**src/design/jssc_pkg.sv**
```systemverilog
// ----------------------------------------------------------------------------
// jssc_pkg
// Types, codes and literal tables shared by the JSON scalar syntax checker.
// ----------------------------------------------------------------------------
package jssc_pkg;

    localparam logic [7:0] CH_NUL   = 8'h00;
    localparam logic [7:0] CH_SPACE = 8'h20;
    localparam logic [7:0] CH_TAB   = 8'h09;
    localparam logic [7:0] CH_LF    = 8'h0A;
    localparam logic [7:0] CH_CR    = 8'h0D;
    localparam logic [7:0] CH_LO_E  = 8'h65;
    localparam logic [7:0] CH_UP_E  = 8'h45;
    localparam logic [7:0] CH_DOT   = 8'h2E;
    localparam logic [7:0] CH_MINUS = 8'h2D;
    localparam logic [7:0] CH_PLUS  = 8'h2B;
    localparam logic [7:0] CH_ZERO  = 8'h30;
    localparam logic [7:0] CH_NINE  = 8'h39;

    localparam logic [1:0] ST_OK      = 2'd0;
    localparam logic [1:0] ST_EXPECT  = 2'd1;
    localparam logic [1:0] ST_INVALID = 2'd2;
    localparam logic [1:0] ST_NOTSING = 2'd3;

    localparam logic [1:0] KIND_NULL   = 2'd0;
    localparam logic [1:0] KIND_FALSE  = 2'd1;
    localparam logic [1:0] KIND_TRUE   = 2'd2;
    localparam logic [1:0] KIND_NUMBER = 2'd3;

    typedef enum logic [3:0] {
        C_END,
        C_SPACE,
        C_ZERO,
        C_DIGIT,
        C_MINUS,
        C_PLUS,
        C_DOT,
        C_EXP,
        C_OTHER
    } t_class;

    typedef struct packed {
        t_class     cls;
        logic [7:0] ch;
    } t_item;

    typedef enum logic [3:0] {
        PH_LEAD,
        PH_LITERAL,
        PH_MINUS,
        PH_ZERO,
        PH_INT,
        PH_DOT,
        PH_FRAC,
        PH_EXP,
        PH_ESIGN,
        PH_EDIGITS,
        PH_TRAIL,
        PH_ERROR
    } t_phase;

    function automatic logic [2:0] lit_len(input logic [1:0] kind);
        logic [2:0] len;
        case (kind)
            KIND_FALSE: len = 3'd5;
            default:    len = 3'd4;
        endcase
        return len;
    endfunction

    function automatic logic [7:0] lit_char(input logic [1:0] kind, input logic [2:0] pos);
        logic [7:0] c;
        c = CH_NUL;
        case (kind)
            KIND_FALSE: begin
                case (pos)
                    3'd0:    c = 8'h66;
                    3'd1:    c = 8'h61;
                    3'd2:    c = 8'h6C;
                    3'd3:    c = 8'h73;
                    3'd4:    c = 8'h65;
                    default: c = CH_NUL;
                endcase
            end
            KIND_TRUE: begin
                case (pos)
                    3'd0:    c = 8'h74;
                    3'd1:    c = 8'h72;
                    3'd2:    c = 8'h75;
                    3'd3:    c = 8'h65;
                    default: c = CH_NUL;
                endcase
            end
            default: begin
                case (pos)
                    3'd0:    c = 8'h6E;
                    3'd1:    c = 8'h75;
                    3'd2:    c = 8'h6C;
                    3'd3:    c = 8'h6C;
                    default: c = CH_NUL;
                endcase
            end
        endcase
        return c;
    endfunction

endpackage

```
**src/design/jssc_back.sv**
```systemverilog
// ----------------------------------------------------------------------------
// jssc_back
// Grammar state machine and result register of the scalar syntax checker.
// ----------------------------------------------------------------------------
module jssc_back import jssc_pkg::*; (
    input  logic       i_clk,
    input  logic       i_rst_n,
    input  logic       i_empty,
    input  t_item      i_item,
    output logic       o_pop,
    output logic       o_valid,
    input  logic       i_ready,
    output logic [1:0] o_status,
    output logic [1:0] o_value_type
);

    t_phase     r_phase, n_phase;
    logic [2:0] r_pos, n_pos;
    logic [1:0] r_status, n_status;
    logic [1:0] r_kind, n_kind;
    logic       r_out_valid;
    logic [1:0] r_out_status;
    logic [1:0] r_out_type;
    logic [1:0] res_status;
    logic       is_end;
    logic       lit_ok;
    logic [2:0] len;

    assign is_end = (i_item.cls == C_END);
    assign o_pop  = !i_empty && (!is_end || !r_out_valid || i_ready);
    assign len    = lit_len(r_kind);
    assign lit_ok = (r_pos < len) && (i_item.ch == lit_char(r_kind, r_pos));

    always_comb begin
        n_phase    = r_phase;
        n_pos      = r_pos;
        n_status   = r_status;
        n_kind     = r_kind;
        res_status = ST_OK;
        case (r_phase)
            PH_LEAD:                                      res_status = ST_EXPECT;
            PH_ZERO, PH_INT, PH_FRAC, PH_EDIGITS, PH_TRAIL: res_status = ST_OK;
            PH_LITERAL, PH_MINUS, PH_DOT, PH_EXP, PH_ESIGN: res_status = ST_INVALID;
            default:                                      res_status = r_status;
        endcase
        if (o_pop) begin
            if (is_end) begin
                n_phase  = PH_LEAD;
                n_pos    = '0;
                n_status = ST_OK;
                n_kind   = KIND_NULL;
            end else begin
                case (r_phase)
                    PH_LEAD: begin
                        if (i_item.cls != C_SPACE) begin
                            n_pos = 3'd1;
                            if (i_item.ch == lit_char(KIND_NULL, 3'd0)) begin
                                n_kind  = KIND_NULL;
                                n_phase = PH_LITERAL;
                            end else if (i_item.ch == lit_char(KIND_FALSE, 3'd0)) begin
                                n_kind  = KIND_FALSE;
                                n_phase = PH_LITERAL;
                            end else if (i_item.ch == lit_char(KIND_TRUE, 3'd0)) begin
                                n_kind  = KIND_TRUE;
                                n_phase = PH_LITERAL;
                            end else begin
                                n_pos  = '0;
                                n_kind = KIND_NUMBER;
                                case (i_item.cls)
                                    C_MINUS: n_phase = PH_MINUS;
                                    C_ZERO:  n_phase = PH_ZERO;
                                    C_DIGIT: n_phase = PH_INT;
                                    default: begin
                                        n_phase  = PH_ERROR;
                                        n_status = ST_INVALID;
                                    end
                                endcase
                            end
                        end
                    end
                    PH_LITERAL: begin
                        if (!lit_ok) begin
                            n_phase  = PH_ERROR;
                            n_status = ST_INVALID;
                        end else begin
                            n_pos = r_pos + 1'b1;
                            if (r_pos + 1'b1 == len) begin
                                n_phase = PH_TRAIL;
                            end
                        end
                    end
                    PH_MINUS, PH_DOT, PH_ESIGN: begin
                        if (i_item.cls == C_ZERO || i_item.cls == C_DIGIT) begin
                            case (r_phase)
                                PH_MINUS: n_phase = (i_item.cls == C_ZERO) ? PH_ZERO : PH_INT;
                                PH_DOT:   n_phase = PH_FRAC;
                                default:  n_phase = PH_EDIGITS;
                            endcase
                        end else begin
                            n_phase  = PH_ERROR;
                            n_status = ST_INVALID;
                        end
                    end
                    PH_EXP: begin
                        case (i_item.cls)
                            C_PLUS, C_MINUS: n_phase = PH_ESIGN;
                            C_ZERO, C_DIGIT: n_phase = PH_EDIGITS;
                            default: begin
                                n_phase  = PH_ERROR;
                                n_status = ST_INVALID;
                            end
                        endcase
                    end
                    PH_ZERO, PH_INT, PH_FRAC, PH_EDIGITS: begin
                        if ((i_item.cls == C_ZERO || i_item.cls == C_DIGIT)
                            && r_phase != PH_ZERO) begin
                            n_phase = r_phase;
                        end else if (i_item.cls == C_DOT
                            && (r_phase == PH_ZERO || r_phase == PH_INT)) begin
                            n_phase = PH_DOT;
                        end else if (i_item.cls == C_EXP && r_phase != PH_EDIGITS) begin
                            n_phase = PH_EXP;
                        end else if (i_item.cls == C_SPACE) begin
                            n_phase = PH_TRAIL;
                        end else begin
                            n_phase  = PH_ERROR;
                            n_status = ST_NOTSING;
                        end
                    end
                    PH_TRAIL: begin
                        if (i_item.cls != C_SPACE) begin
                            n_phase  = PH_ERROR;
                            n_status = ST_NOTSING;
                        end
                    end
                    default: begin
                        n_phase = r_phase;
                    end
                endcase
            end
        end
    end

    always_ff @(posedge i_clk) begin
        if (!i_rst_n) begin
            r_phase     <= PH_LEAD;
            r_pos       <= '0;
            r_status    <= ST_OK;
            r_kind      <= KIND_NULL;
            r_out_valid <= 1'b0;
        end else begin
            r_phase  <= n_phase;
            r_pos    <= n_pos;
            r_status <= n_status;
            r_kind   <= n_kind;
            if (o_pop && is_end) begin
                r_out_valid <= 1'b1;
            end else if (i_ready) begin
                r_out_valid <= 1'b0;
            end
        end
    end

    always_ff @(posedge i_clk) begin
        if (o_pop && is_end) begin
            r_out_status <= res_status;
            r_out_type   <= (res_status == ST_OK) ? r_kind : KIND_NULL;
        end
    end

    assign o_valid      = r_out_valid;
    assign o_status     = r_out_status;
    assign o_value_type = r_out_type;

    property p_end_resets;
        @(posedge i_clk) disable iff (!i_rst_n)
        (o_pop && is_end) |=> (r_phase == PH_LEAD && r_status == ST_OK && r_out_valid);
    endproperty
    a_end_resets: assert property (p_end_resets)
        else $error("terminator did not restart the parse");

    property p_error_null;
        @(posedge i_clk) disable iff (!i_rst_n)
        (r_out_valid && r_out_status != ST_OK) |-> (r_out_type == KIND_NULL);
    endproperty
    a_error_null: assert property (p_error_null)
        else $error("error result with non-null type");

    property p_status_in_error;
        @(posedge i_clk) disable iff (!i_rst_n)
        (r_phase != PH_ERROR) |-> (r_status == ST_OK);
    endproperty
    a_status_in_error: assert property (p_status_in_error)
        else $error("kept error code outside error phase");

    property p_no_overwrite;
        @(posedge i_clk) disable iff (!i_rst_n)
        (r_out_valid && !i_ready) |-> !(o_pop && is_end);
    endproperty
    a_no_overwrite: assert property (p_no_overwrite)
        else $error("result overwritten before it was taken");

endmodule
```
**config.mk**
```make
export PLATFORM = sky130hd
export DESIGN_NAME = jssc_back
export DESIGN_NICKNAME = d
export VERILOG_FILES = /design/src/design/jssc_pkg.sv /design/src/design/jssc_back.sv
export SDC_FILE = /design/constraint.sdc
export NUM_CORES = 1
export LEC_CHECK = 0
export BUFFER_PORTS_ARGS = -buffer_cell sky130_fd_sc_hd__buf_4
export CAP_MARGIN = 10
export CORE_ASPECT_RATIO = 0.5
export CORE_MARGIN = 2
export CORE_UTILIZATION = 25
export CTS_CLUSTER_DIAMETER = 80
export DETAILED_ROUTE_END_ITERATION = 7
export SYNTH_ARGS = -nofsm -noshare
export SYNTH_HDL_FRONTEND = slang
export SYNTH_SLANG_ARGS = --single-unit
```
**constraint.sdc**
```tcl
create_clock -name i_clk -period 4.65 [get_ports i_clk]
set_input_delay 0.2325 -clock i_clk [delete_from_list [all_inputs] [get_ports i_clk]]
set_output_delay 0.2325 -clock i_clk [all_outputs]
set_load 0.02 [all_outputs]
```
## Word level (Yosys, flattened, before mapping)

Index checks and enable logic that the tools add are counted.

| cells by class | value |
|---|---|
| $add $sub $neg | 1 |
| magnitude comparators | 1 |
| eq/ne operators | 46 |
| multiplexer cells | 54 |
| reduce and logical (&&, ||, !) cells | 35 |

Operators by type and width:

| operator | count |
|---|---|
| 4-bit 2-to-1 mux | 12 |
| 3-bit inequality test, second input constant | 14 |
| 2-bit 2-to-1 mux | 19 |
| 7-bit one-hot mux with 5 select lines | 1 |
| 4-bit by 3-bit == test with 1-bit output, second input constant | 8 |
| 7-bit one-hot mux with 4 select lines | 1 |
| 8-bit by 7-bit == test with 1-bit output, second input constant | 3 |
| 4-bit one-hot mux with 6 select lines | 1 |
| 7-bit one-hot mux with 3 select lines | 1 |
| 4-bit by 2-bit == test with 1-bit output, second input constant | 4 |
| 8-bit one-hot mux with 2 select lines | 1 |
| 15-bit AND reduction | 1 |
| 4-bit == test, second input constant | 3 |
| 3-bit 2-to-1 mux | 4 |
| 2-bit one-hot mux with 6 select lines | 1 |
| 4-bit one-hot mux with 3 select lines | 1 |
| 5-bit OR reduction | 2 |
| 4-bit by 1-bit == test with 1-bit output, second input constant | 2 |
| 8-bit == test | 1 |
| 4-bit zero test | 2 |
| 1-bit 2-to-1 mux | 8 |
| 4-bit inequality test, second input constant | 2 |
| 4-bit one-hot mux with 2 select lines | 1 |
| 4-bit OR reduction | 2 |
| 26 further kinds | 42 |

| storage, ports and cells | value |
|---|---|
| register bits | 16 |
| input port bits | 16 |
| output and inout bits | 6 |
| logic and storage cells | 144 |

## Longest topological paths before layout

Gate-level depths: netlist (run 1).

| logic depth | value |
|---|---|
| depth in word-level cells | 9 |
| mapped depth | 10 |
| mapped depth without buffers | 9 |

## Worst setup path after synthesis (run 1)

OpenSTA, ideal clock, no wires.

| timing | value |
|---|---|
| kind | reg2reg |
| start | register r_pos[1] |
| end | register r_pos[2] |
| library setup time | 0.075 ns |
| data arrival time | 2.392 ns |
| required time | 4.575 ns |
| path slack | 2.182 ns |
| cell stages (with the launch flop) | 9 |
| buffers on the path | 0 |
| clock period less this slack | 2.468 ns |
| cell sequence | dfxtp_1 > inv_1 > ha_1 > or3_1 > a311oi_2 > o31a_1 > nand4_4 > or4_1 > a31oi_1 |

| between the ends | value |
|---|---|
| cells in the longest elaborated chain, start to end | 8 |
| elaborated cells between the ends (all ways) | 19 |
| classes of those cells | add/sub: 1; order compare: 1; eq/ne: 6; mux: 7; reduce/logical: 4 |

Ends and longest elaborated chain:

| what | RTL line | source |
|---|---|---|
| start: declaration | jssc_back.sv:18 | `logic [2:0] r_pos, n_pos;` |
| start signal: assignment | jssc_back.sv:153 | `r_pos <= n_pos;` |
| 3-bit by 2-bit == test with 1-bit output | jssc_pkg.sv:76, jssc_pkg.sv:86, jssc_pkg.sv:95 |  |
| 2-bit OR reduction (no source line) | -- |  |
| 7-bit one-hot mux with 3 select lines | jssc_pkg.sv:95 | `case (pos)` |
| 8-bit one-hot mux with 2 select lines | jssc_pkg.sv:74 | `case (kind)` |
| 8-bit == test | jssc_back.sv:32 | `assign lit_ok = (r_pos < len) && (i_item.ch == lit_char(r_kind, r_pos));` |
| 1-bit logical AND | jssc_back.sv:32 |  |
| 3-bit inequality test (no source line) | -- |  |
| 4-bit AND reduction (no source line) | -- |  |

Several ways; a longest one is shown, not always the timed one. The select of a mux whose other input is x is not followed.
A chain may end at the register's enable or synchronous reset.

## Final worst setup path (run 1)

Ends and elaborated chain as after synthesis.

==> out/metrics.csv, run 1 <==
metric;value;unit
path_buf_inv;1;
first_pass_iters;5;
fmax;365.5;MHz
area_growth;14.63;%
synth-edff-count;4;
hold_viol_final;0;
dr_wl_met3;292;microns
synth_top_area_share;12.01;%
dieArea;8777;sq um
drt_iter0_drc;250;
seq_area;360.3;sq um
wirelength;5.673;mm
crit_cells;8;
path_max_fanout;10;
tightest_slew;0.9238;ns
grt_pass1_wl;9.032;mm
n_fill_cell;817;
vias;2096;
period_share;58.84;%
arrival;2.90;ns
final_cells;386;
io_buffer_count;21;
wl_met2;2.653;mm
maxCapViolCount;0;
r2r_end;r_pos[2]$_SDFFE_PN0P_;
fin_area;2293;sq um
layout-drive-gt1-share;14.03;%
post_cts_buffers;0;
grt_pass1_vias;1798;
cts-root-buf;clkbuf_16;
maxSlewHeadroom;37.90;%
utilization;30.41;%
leakage;0.8384;nW
worstRegToRegCells;8;
postPlaceCellArea;2215;sq um
crit_end;r_pos[2]$_SDFFE_PN0P_;
worst-setup-path-type;reg -> reg;
endpoint_kind;register;
slew_viol_final;0;
rrSetupSlack;1.91;ns
drc;0;
cp.required;4.82;ns
clock_sinks;16;
ys_warn_count;0;
grt-ovfl-total;0;
setup_viol;0;
holdPathStages;2;
cpMaxStageDelayCell;or4_1;
holdCritPathClass;in -> reg;
nets;303;
die_w;130.5;microns
hold_buffers;0;
async_flop_share;0;%
synthesis.nets;295;
synth_cells;271;
ys_seq_area_share;18.01;%
synthTopCellsByArea;dfxtp_1 (12%), edfxtp_1 (6.0%), a21oi_1 (5.5%), nand2_1 (5.3%), ha_1 (5.0%);
worstPathCellList;inv_1 > ha_1 > or3_1 > a311oi_2 > o31a_1 > nand4_4 > or4_1 > a31oi_1;
ir_drop;0.0001132;V
crit_start;r_pos[1]$_SDFFE_PN0P_;
setup_tns;0;ns
clk_latency;0.25;ns
grt_max_degree;28;
cts_tree;yes;
cts_max_path_buffers;2;
min_period;2.736;ns
routedWlPerCell;14.70;microns
antenna_cells;0;
rsz0062_at_grt;no;
place_hpwl;4.172;mm
ant_nets;0;
routed_via_density;5.430;
antenna_found_initial;0;
slowest_delay;0.50;ns
status;complete, no violations;
top_layer;met4;
path_clk_slew;0.05;ns
ys.flop_type;dfxtp_1;
ios;22;
die_h;67.26;microns
syn_area_per_cell;7.383;sq um
start_util;26.53;%
htreeDepth;1;
syn_area;2001;sq um
start_kind;register;
synth_area_leader_cell;dfxtp_1;
power-per-cell-area;264.2;nW/um^2
multiInputGateArea;1516;sq um
gp_congestion;0.8512;
cts_buffers;3;
rows;22;
cts_resized;0;
groute.usage.overall;12.72;%
synth_cell_types;67;
finClkSkew;0.003079;ns
rr_startpoint;r_pos[1]$_SDFFE_PN0P_;
wl_met1;2.691;mm
core;7542;sq um
path_delay_family;simple AND/OR/NAND/NOR gates;
ys_seq_elements;16;
post-place-cells;382;
==> flip-flops by register name, indices dropped and copies added, names as in the netlist <==
register / flops
r_kind: 2
o_value_type: 2
r_pos: 3
r_status: 2
o_valid: 1
o_status: 2
r_phase: 4
==> stage by stage <==
stage / setup WS (ns) / hold WS (ns) / power, mW
floorplan: 2.182 / 0.3501 / 0.3738
global placement: 2.019 / 0.4487 / 0.4351
detailed placement: 1.937 / 0.4532 / 0.4341
CTS: 1.923 / 0.2522 / 0.6053
global route: 1.683 / 0.2772 / 0.6426
finish: 1.914 / 0.2511 / 0.6059
==> cells in the final DEF, fill, tap and decap left out, drive strengths merged, types with 4 or more instances in the layout <==
cell type / instances
a21o: 5
nor3: 13
and2: 5
o211ai: 8
a21oi: 23
buf: 22
inv: 9
mux2i: 4
and3: 5
nand2: 28
nand3: 8
nand4: 4
ha: 8
o21ai: 13
nor4b: 4
nand3b: 5
a211oi: 5
nand2b: 4
a31oi: 8
nor2: 14
nor2b: 7
dfxtp: 12
edfxtp: 4
==> layout make-up <==
| class | count | area share, % |
|---|---|---|
| clock buffer | 3 | 3.273 |
| clock inverter | 1 | 0.1637 |
| inverter | 10 | 1.637 |
| multi-input combinational | 226 | 66.12 |
| sequential | 16 | 15.71 |
| tap | 108 | 5.892 |
| timing repair buffer | 22 | 7.201 |
==> report_power, final <==
group | internal [mW] | total (mW) | switching [mW]
Clock | 0.114 | 0.169 | 0.0551
Sequential | 0.155 | 0.187 | 0.0328
Combinational | 0.105 | 0.249 | 0.145
Total | 0.373 | 0.606 | 0.233
==> worst min-delay path by stage <==
stage                                  start                        to  slack (ns)
global placement    r_status[1]$_SDFFE_PN0P_  r_status[1]$_SDFFE_PN0P_        0.45
global route                         i_rst_n   r_phase[2]$_SDFFE_PN0P_        0.28
finish                               i_rst_n   r_phase[2]$_SDFFE_PN0P_        0.25
floorplan                            i_rst_n   r_phase[2]$_SDFFE_PN0P_        0.35
detailed placement  r_status[1]$_SDFFE_PN0P_  r_status[1]$_SDFFE_PN0P_        0.45
CTS                                  i_rst_n   r_phase[2]$_SDFFE_PN0P_        0.25
==> Yosys cell counts (all sizes together), types with 2 or more instances <==
| library cell | count |
|---|---|
| a211o | 3 |
| a211oi | 5 |
| a21boi | 3 |
| a21o | 5 |
| a21oi | 23 |
| a221oi | 3 |
| a22oi | 3 |
| a31oi | 8 |
| and2 | 5 |
| and3 | 5 |
| and3b | 2 |
| buf | 7 |
| clkbuf | 12 |
| dfxtp | 12 |
| edfxtp | 4 |
| ha | 8 |
| inv | 9 |
| mux2i | 4 |
| nand2 | 28 |
| nand2b | 4 |
| nand3 | 8 |
| nand3b | 5 |
| nand4 | 4 |
| nor2 | 14 |
| nor2b | 7 |
| nor3 | 13 |
| nor3b | 2 |
| nor4 | 3 |
| nor4b | 4 |
| o211ai | 8 |
| o21a | 3 |
| o21ai | 13 |
| o22ai | 3 |
| o311a | 2 |
| o31ai | 3 |
| or2 | 3 |
| or3 | 3 |
| or3b | 2 |
| or4 | 2 |
==> worst register-to-register path: cells and delay by family (launching register included) <==
kind | cells | cell delay, ns
simple gates | 3 | 1.04
compound gates | 3 | 0.72
flops | 1 | 0.48
fa+ha+maj | 1 | 0.28
buf+inv | 1 | 0.13
==> kinds of logic after synthesis <==
logic type	after synthesis	synth area share, %
flip-flops	16	18.01
adder cells (fa/ha/maj)	8	5.003
buffers and inverters	29	6.191
XOR/XNOR	2	0.8757
AND/OR/NAND/NOR	120	36.40
multiplexers	4	2.189
AO/OA/AOI/OAI	92	31.33
==> routing by layer <==
| layer | global-route usage [%] | vias to the layer above |
|---|---|---|
| met1 | 18.32 | 984 |
| met4 | 2.261 | 0 |
| met2 | 21.22 | 66 |
| met3 | 0.9509 | 4 |
| li1 | - | 1042 |
| met5 | 0 | - |
Power figures use the tool's default switching activity.
==> run 2: changes to the inputs <==
Settings changed: ABC_AREA from default to 1.
Clock period 4.65 ns to 2.58 ns, I/O delays scaled along.
==> out/metrics.csv, run 2 <==
metric;value;unit;change
yosysMostFrequentCell;nand2_1;;
synth-adder-area-share;5.682;%;+0.68 points
power-per-cell-area;1054;nW/um^2;+300%
path_clk_slew;0.05;ns;about the same
synth_area_leader_cell;nand2_1;;
synth_cells;300;;+11%
seq_area;360.3;sq um;unchanged
worstHoldStart;i_rst_n;;
ys_warn_count;0;;unchanged
leakage;1.046;nW;+25%
layout_common_cells;nand2_1 (81), nor2_1 (40), inv_1 (33);;
cts_max_path_buffers;2;;unchanged
routedWlPerCell;10.20;microns;-31%
ios;22;;unchanged
path_delay_family;simple AND/OR/NAND/NOR gates;;
syn_area;1762;sq um;-12%
wl_met2;1.962;mm;-26%
rr_startpoint;r_kind[0]$_SDFFE_PN0P_;;
antenna_cells;0;;unchanged
grt-ovfl-total;0;;unchanged
ys.flop_type;dfxtp_1;;
io_buffer_count;21;;unchanged
final_cells;416;;+7.8%
synth_top_family_by_area;simple AND/OR/NAND/NOR gates;;
cpMaxStageDelayCell;ha_1;;
holdCritPathClass;in -> reg;;
min_period;2.185;ns;-0.5508 ns
core;6753;sq um;-10%
path_max_fanout;6;;-4
hold_buffers;0;;unchanged
top_layer;met4;;
nets;349;;+15%
period_share;84.69;%;+26 points
start_util;26.09;%;-0.44 points
routed_via_density;4.452;;-18%
worstPathCellList;inv_1 > ha_1 > inv_2 > nand2_1 > o21ai_1 > nand2_1 > nand2_1 > nand2_1 > nand2_1 > nor2_2 > nand4_2 > nand2_4 > inv_2 > nor2_1 > nor2_1;;
cts_buffers;3;;unchanged
grt_pass1_vias;1676;;-6.8%
cts-root-buf;clkbuf_16;;
n_fill_cell;735;;-10%
synth_mux_area_share;0;%;-2.2 points
grt_pass1_wl;7.452;mm;-17%
dieArea;7775;sq um;-11%
final_common_cell;nand2_1;;
cp.required;2.72;ns;-2.10 ns
rows;21;;-4.5%
total_power;2.222;mW;+270%
fmax;457.6;MHz;+25%
synthXorXnorAreaFrac;0;%;-0.88 points
status;complete, no violations;;
drt_iter0_drc;142;;-43%
htreeDepth;1;;unchanged
synth_top_area_share;17.26;%;+5.3 points
antenna_found_initial;0;;unchanged
yosys.area_share.simple;52.98;%;+17 points
first_pass_iters;4;;-1
worst-setup-path-type;reg -> reg;;
slowest_delay;0.43;ns;-0.07 ns
pwr-share-comb;68.2;%;+27 points
vias;1852;;-12%
synth_cell_types;30;;-55%
die_h;63.36;microns;-5.8%
gp_congestion;0.8708;;+2.3%
start_kind;register;;
maxSlewHeadroom;72.89;%;+35 points
setup_viol;0;;unchanged
crit_start;r_kind[0]$_SDFFE_PN0P_;;
maxCapViolCount;0;;unchanged
layout-drive-gt1-share;20.37;%;+6.3 points
synthTopCellsByArea;nand2_1 (17%), dfxtp_1 (14%), nor2_1 (8.5%), nand3_1 (8.2%), inv_1 (7.0%);;
swShare;52.17;%;+14 points
cts_resized;0;;unchanged
syn_area_per_cell;5.872;sq um;-20%
area_growth;19.67;%;
synth_compound_area_share;10.94;%;-20 points
finClkSkew;0.006150;ns;+0.003072 ns
path_buf_inv;3;;+2
clock_sinks;16;;unchanged
largest_reg_flops;4;;unchanged
tightest_slew;0.4051;ns;-0.5187 ns
slew_viol_final;0;;unchanged
p_switching;1.159;mW;+400%
place_hpwl;3.513;mm;-16%
ir_drop;0.0003175;V;+180%
groute.usage.overall;11.85;%;-0.87 points
synthesis.nets;324;;+9.8%
ys_seq_area_share;20.45;%;+2.4 points
endpoint_kind;register;;
post-place-cells;412;;+7.9%
ant_nets;0;;unchanged
arrival;2.32;ns;-0.58 ns
wl_met1;2.115;mm;-21%
multiInputGateArea;1226;sq um;-19%
seqPwrFrac;18.3;%;-13 points
reg_top3;r_phase (4), r_pos (3);;
grt_max_degree;11;;-61%
power_frac_clock;13.5;%;-14 points
die_w;122.7;microns;-6.0%
rsz0062_at_grt;no;;
ys_seq_elements;16;;unchanged
setup_tns;0;ns;unchanged
post_cts_buffers;0;;unchanged
yosys-top-cells-count;nand2_1 (81), nor2_1 (40), inv_1 (33);;
dr_wl_met3;124;microns;-58%
async_flop_share;0;%;unchanged
wirelength;4.244;mm;-25%
synth-edff-count;4;;unchanged
cpMostUsedCell;nand2_1;;
cts_tree;yes;;
clk_latency;0.25;ns;about the same
drc;0;;unchanged
largest_register;r_phase;;
hold_viol_final;0;;unchanged
p_int;1.063;mW;+180%
run 2: layout make-up:
type                    instances  area share (%)
multi-input cells             239           58.16
clock buffers                   3           3.561
clock inverters                 1          0.1780
inverters                      44           8.071
flip-flops and latches         16           17.09
repair buffers                 21           7.478
well taps                      92           5.460
run 2: worst paths after layout:
path,endpoint,slack [ns],depth (start not counted)
min reg2reg,r_status[0]$_SDFFE_PN0P_,0.46,2
min,o_valid$_SDFFE_PN0P_,0.16,3
max reg2reg,r_phase[1]$_SDFFE_PN0P_,0.39,15
max,r_phase[1]$_SDFFE_PN0P_,0.39,15
run 2: worst register-to-register path, cell delays in order, from the launching register on:
cell     delay (ns)
dfxtp_1        0.35
inv_1          0.07
ha_1           0.44
inv_2          0.10
nand2_1        0.12
o21ai_1        0.08
nand2_1        0.11
nand2_1        0.05
nand2_1        0.05
nand2_1        0.05
nor2_2         0.16
nand4_2        0.19
nand2_4        0.13
inv_2          0.04
nor2_1         0.08
nor2_1         0.05
run 2: layer usage:
layer,global-route usage (%),up-vias
met5,0,-
met4,3.736,0
met3,2.264,4
met2,19.06,26
met1,15.93,814
li1,-,1008
run 2: logic make-up (layout without fill, tap and decap cells):
kind of cell    Yosys count  after routing
flops                    16             16
simple gates            194            194
fa+ha+maj                 8              8
compound gates           37             37
buf+inv                  45             69
run 2: per-stage QoR:
stage | utilization (%) | setup WS, ns | area [sq um] | hold slack, ns
global route | 31.22 | 0.1566 | 2108 | 0.1968
detailed placement | 30.05 | 0.4227 | 2029 | 0.4220
global placement | 30.05 | 0.4088 | 2029 | 0.4143
floorplan | - | 0.7030 | 1762 | 0.3176
finish | 31.22 | 0.3949 | 2108 | 0.1632
CTS | 31.22 | 0.3974 | 2108 | 0.1681
run 2: power groups by stage:
| stage | logic, mW | clock network [mW] | registers (mW) |
|---|---|---|---|
| 2_1_floorplan | 1.24 | 0 | 0.397 |
| 3_3_place_gp | 1.53 | 0 | 0.412 |
| 3_5_place_dp | 1.51 | 0 | 0.412 |
| 4_1_cts | 1.52 | 0.306 | 0.408 |
| 5_1_grt | 1.74 | 0.324 | 0.417 |
| 6_report | 1.52 | 0.299 | 0.407 |
==> run 3: changes to the inputs <==
Clock period 2.58 ns to 2.25 ns, I/O delays scaled along.
==> out/metrics.csv, run 3 (synthesis gave the netlist of run 2 again) <==
metric;value;unit;change
status;complete, no violations;;
worst-setup-path-type;reg -> reg;;
n_fill_cell;744;;+1.2%
p_switching;1.352;mW;+17%
groute.usage.overall;12.00;%;+0.16 points
cpMaxStageDelayCell;dfxtp_1;;
cp.required;2.39;ns;-0.33 ns
min_period;2.052;ns;-0.1327 ns
worstPathCellList;inv_1 > ha_4 > inv_2 > nand2_1 > nand2_1 > nand2_1 > nand3_1 > nand2_1 > nand2_1 > nor2_2 > nand4_2 > nand2_4 > inv_2 > nor2_1 > nor2_1;;
maxCapViolCount;0;;unchanged
pwr-share-comb;69.1;%;+0.9 points
drc;0;;unchanged
dieArea;7775;sq um;unchanged
cts_tree;yes;;
path_max_fanout;6;;unchanged
endpoint_kind;register;;
routedWlPerCell;10.25;microns;+0.43%
rrSetupSlack;0.20;ns;-0.20 ns
clock_sinks;16;;unchanged
maxSlewHeadroom;75.16;%;+2.3 points
slew_viol_final;0;;unchanged
htreeDepth;1;;unchanged
leakage;1.058;nW;+1.2%
clk_latency;0.24;ns;about the same
die_w;122.7;microns;unchanged
ir_drop;0.0003818;V;+20%
hold_viol_final;0;;unchanged
area_growth;22.09;%;
drt_iter0_drc;135;;-4.9%
io_buffer_count;21;;unchanged
period_share;91.22;%;+6.5 points
cts_buffers;3;;unchanged
place_ws;0.07780;ns;-0.3449 ns
wirelength;4.293;mm;+1.2%
first_pass_iters;4;;unchanged
seq_area;362.8;sq um;+0.69%
finClkSkew;0.0009069;ns;-0.005243 ns
fmax;487.2;MHz;+6.5%
holdWs;0.1489;ns;-0.01428 ns
antenna_found_initial;0;;unchanged
core;6753;sq um;unchanged
path_clk_slew;0.05;ns;about the same
start_kind;register;;
routed_via_density;4.444;;-0.18%
swShare;51.72;%;-0.45 points
gp_congestion;0.8697;;-0.13%
power_frac_clock;13.1;%;-0.4 points
grt_pass1_vias;1747;;+4.2%
antenna_cells;0;;unchanged
setup_viol;0;;unchanged
power-per-cell-area;1215;nW/um^2;+15%
largest_register;r_phase;;
ant_nets;0;;unchanged
grt_pass1_wl;7.693;mm;+3.2%
vias;1862;;+0.54%
p_int;1.262;mW;+19%
grt-ovfl-total;0;;unchanged
layout-drive-gt1-share;22.63;%;+2.3 points
multiInputGateArea;1244;sq um;+1.4%
place_hpwl;3.612;mm;+2.8%
cts-root-buf;clkbuf_16;;
reg_top3;r_phase (4), r_pos (3);;
start_util;26.09;%;unchanged
final_common_cell;nand2_1;;
holdCritPathClass;in -> reg;;
setup_tns;0;ns;unchanged
grt_max_degree;11;;unchanged
path_delay_family;simple AND/OR/NAND/NOR gates;;
largest_reg_flops;4;;unchanged
layout_setup_ws;0.1975;ns;-0.1973 ns
seqPwrFrac;17.8;%;-0.5 points
tightest_slew;0.3687;ns;-0.03641 ns
cpMostUsedCell;nand2_1;;
layout_common_cells;nand2_1 (81), nor2_1 (40), inv_1 (33);;
arrival;2.19;ns;-0.13 ns
die_h;63.36;microns;unchanged
cts_max_path_buffers;2;;unchanged
slowest_delay;0.35;ns;-0.08 ns
ios;22;;unchanged
rows;21;;unchanged
nets;352;;+0.86%
path_buf_inv;3;;unchanged
==> run 3: cell count changes in the layout (fill, tap and decap cells not counted) <==
cell / previous run / this run
ha_4: 0 / 1
clkinv_1: 2 / 1
ha_2: 0 / 2
ha_1: 8 / 5
buf_4: 21 / 24
dfxtp_1: 12 / 10
clkbuf_1: 0 / 1
dfxtp_2: 0 / 2
==> run 3: final cells by class <==
type                       instances  share of cell area (%)
timing repair buffer              24                   8.377
sequential                        16                   16.87
clock buffer                       4                   3.665
inverter                          44                   7.912
multi-input combinational        239                   57.82
tap                               92                   5.352
==> run 3: final timing paths <==
path | from | to | cells past startpoint
worst max-delay path | r_kind[0]$_SDFFE_PN0P_ | r_phase[1]$_SDFFE_PN0P_ | 15
worst min register to register | r_status[0]$_SDFFE_PN0P_ | r_status[0]$_SDFFE_PN0P_ | 2
worst min-delay path | i_rst_n | o_valid$_SDFFE_PN0P_ | 3
worst max register to register | r_kind[0]$_SDFFE_PN0P_ | r_phase[1]$_SDFFE_PN0P_ | 15
==> run 3: repair_timing <==
action	4_1_cts	5_1_grt
hold buffers	0	0
gates resized for setup	0	6
setup buffers	0	0
endpoints found under the setup margin	0	9
==> run 3: worst min-delay path, stage by stage <==
cell	delay [ns]
buf_4	0.14
nand2_1	0.06
inv_1	0.04
==> run 3: per-layer routing <==
metal | vias to the layer above | part of all wire [%] | GRT usage [%]
met3 | 6 | 2.2 | 2.174
met4 | 0 | 1.1 | 2.874
met1 | 815 | 50 | 15.88
met5 | - | 0 | 0
met2 | 20 | 46 | 20.17
li1 | 1021 | - | -
==> run 3: metrics by stage <==
step	cell area [sq um]	util, %	power, mW	cells
6_report	2151	31.85	2.614	419
5_1_grt	2151	31.85	2.902	419
4_1_cts	2131	31.55	2.594	419
3_5_place_dp	2052	30.39	2.237	415
3_3_place_gp	2052	30.39	2.245	415
2_1_floorplan	1762	-	1.873	300
==> run 3: power by group through the flow <==
| stage | logic (mW) | registers [mW] | clock network [mW] |
|---|---|---|---|
| floorplan | 1.42 | 0.455 | 0 |
| global placement | 1.78 | 0.467 | 0 |
| detailed placement | 1.77 | 0.467 | 0 |
| CTS | 1.78 | 0.461 | 0.352 |
| global route | 2.06 | 0.474 | 0.365 |
| finish | 1.81 | 0.465 | 0.342 |
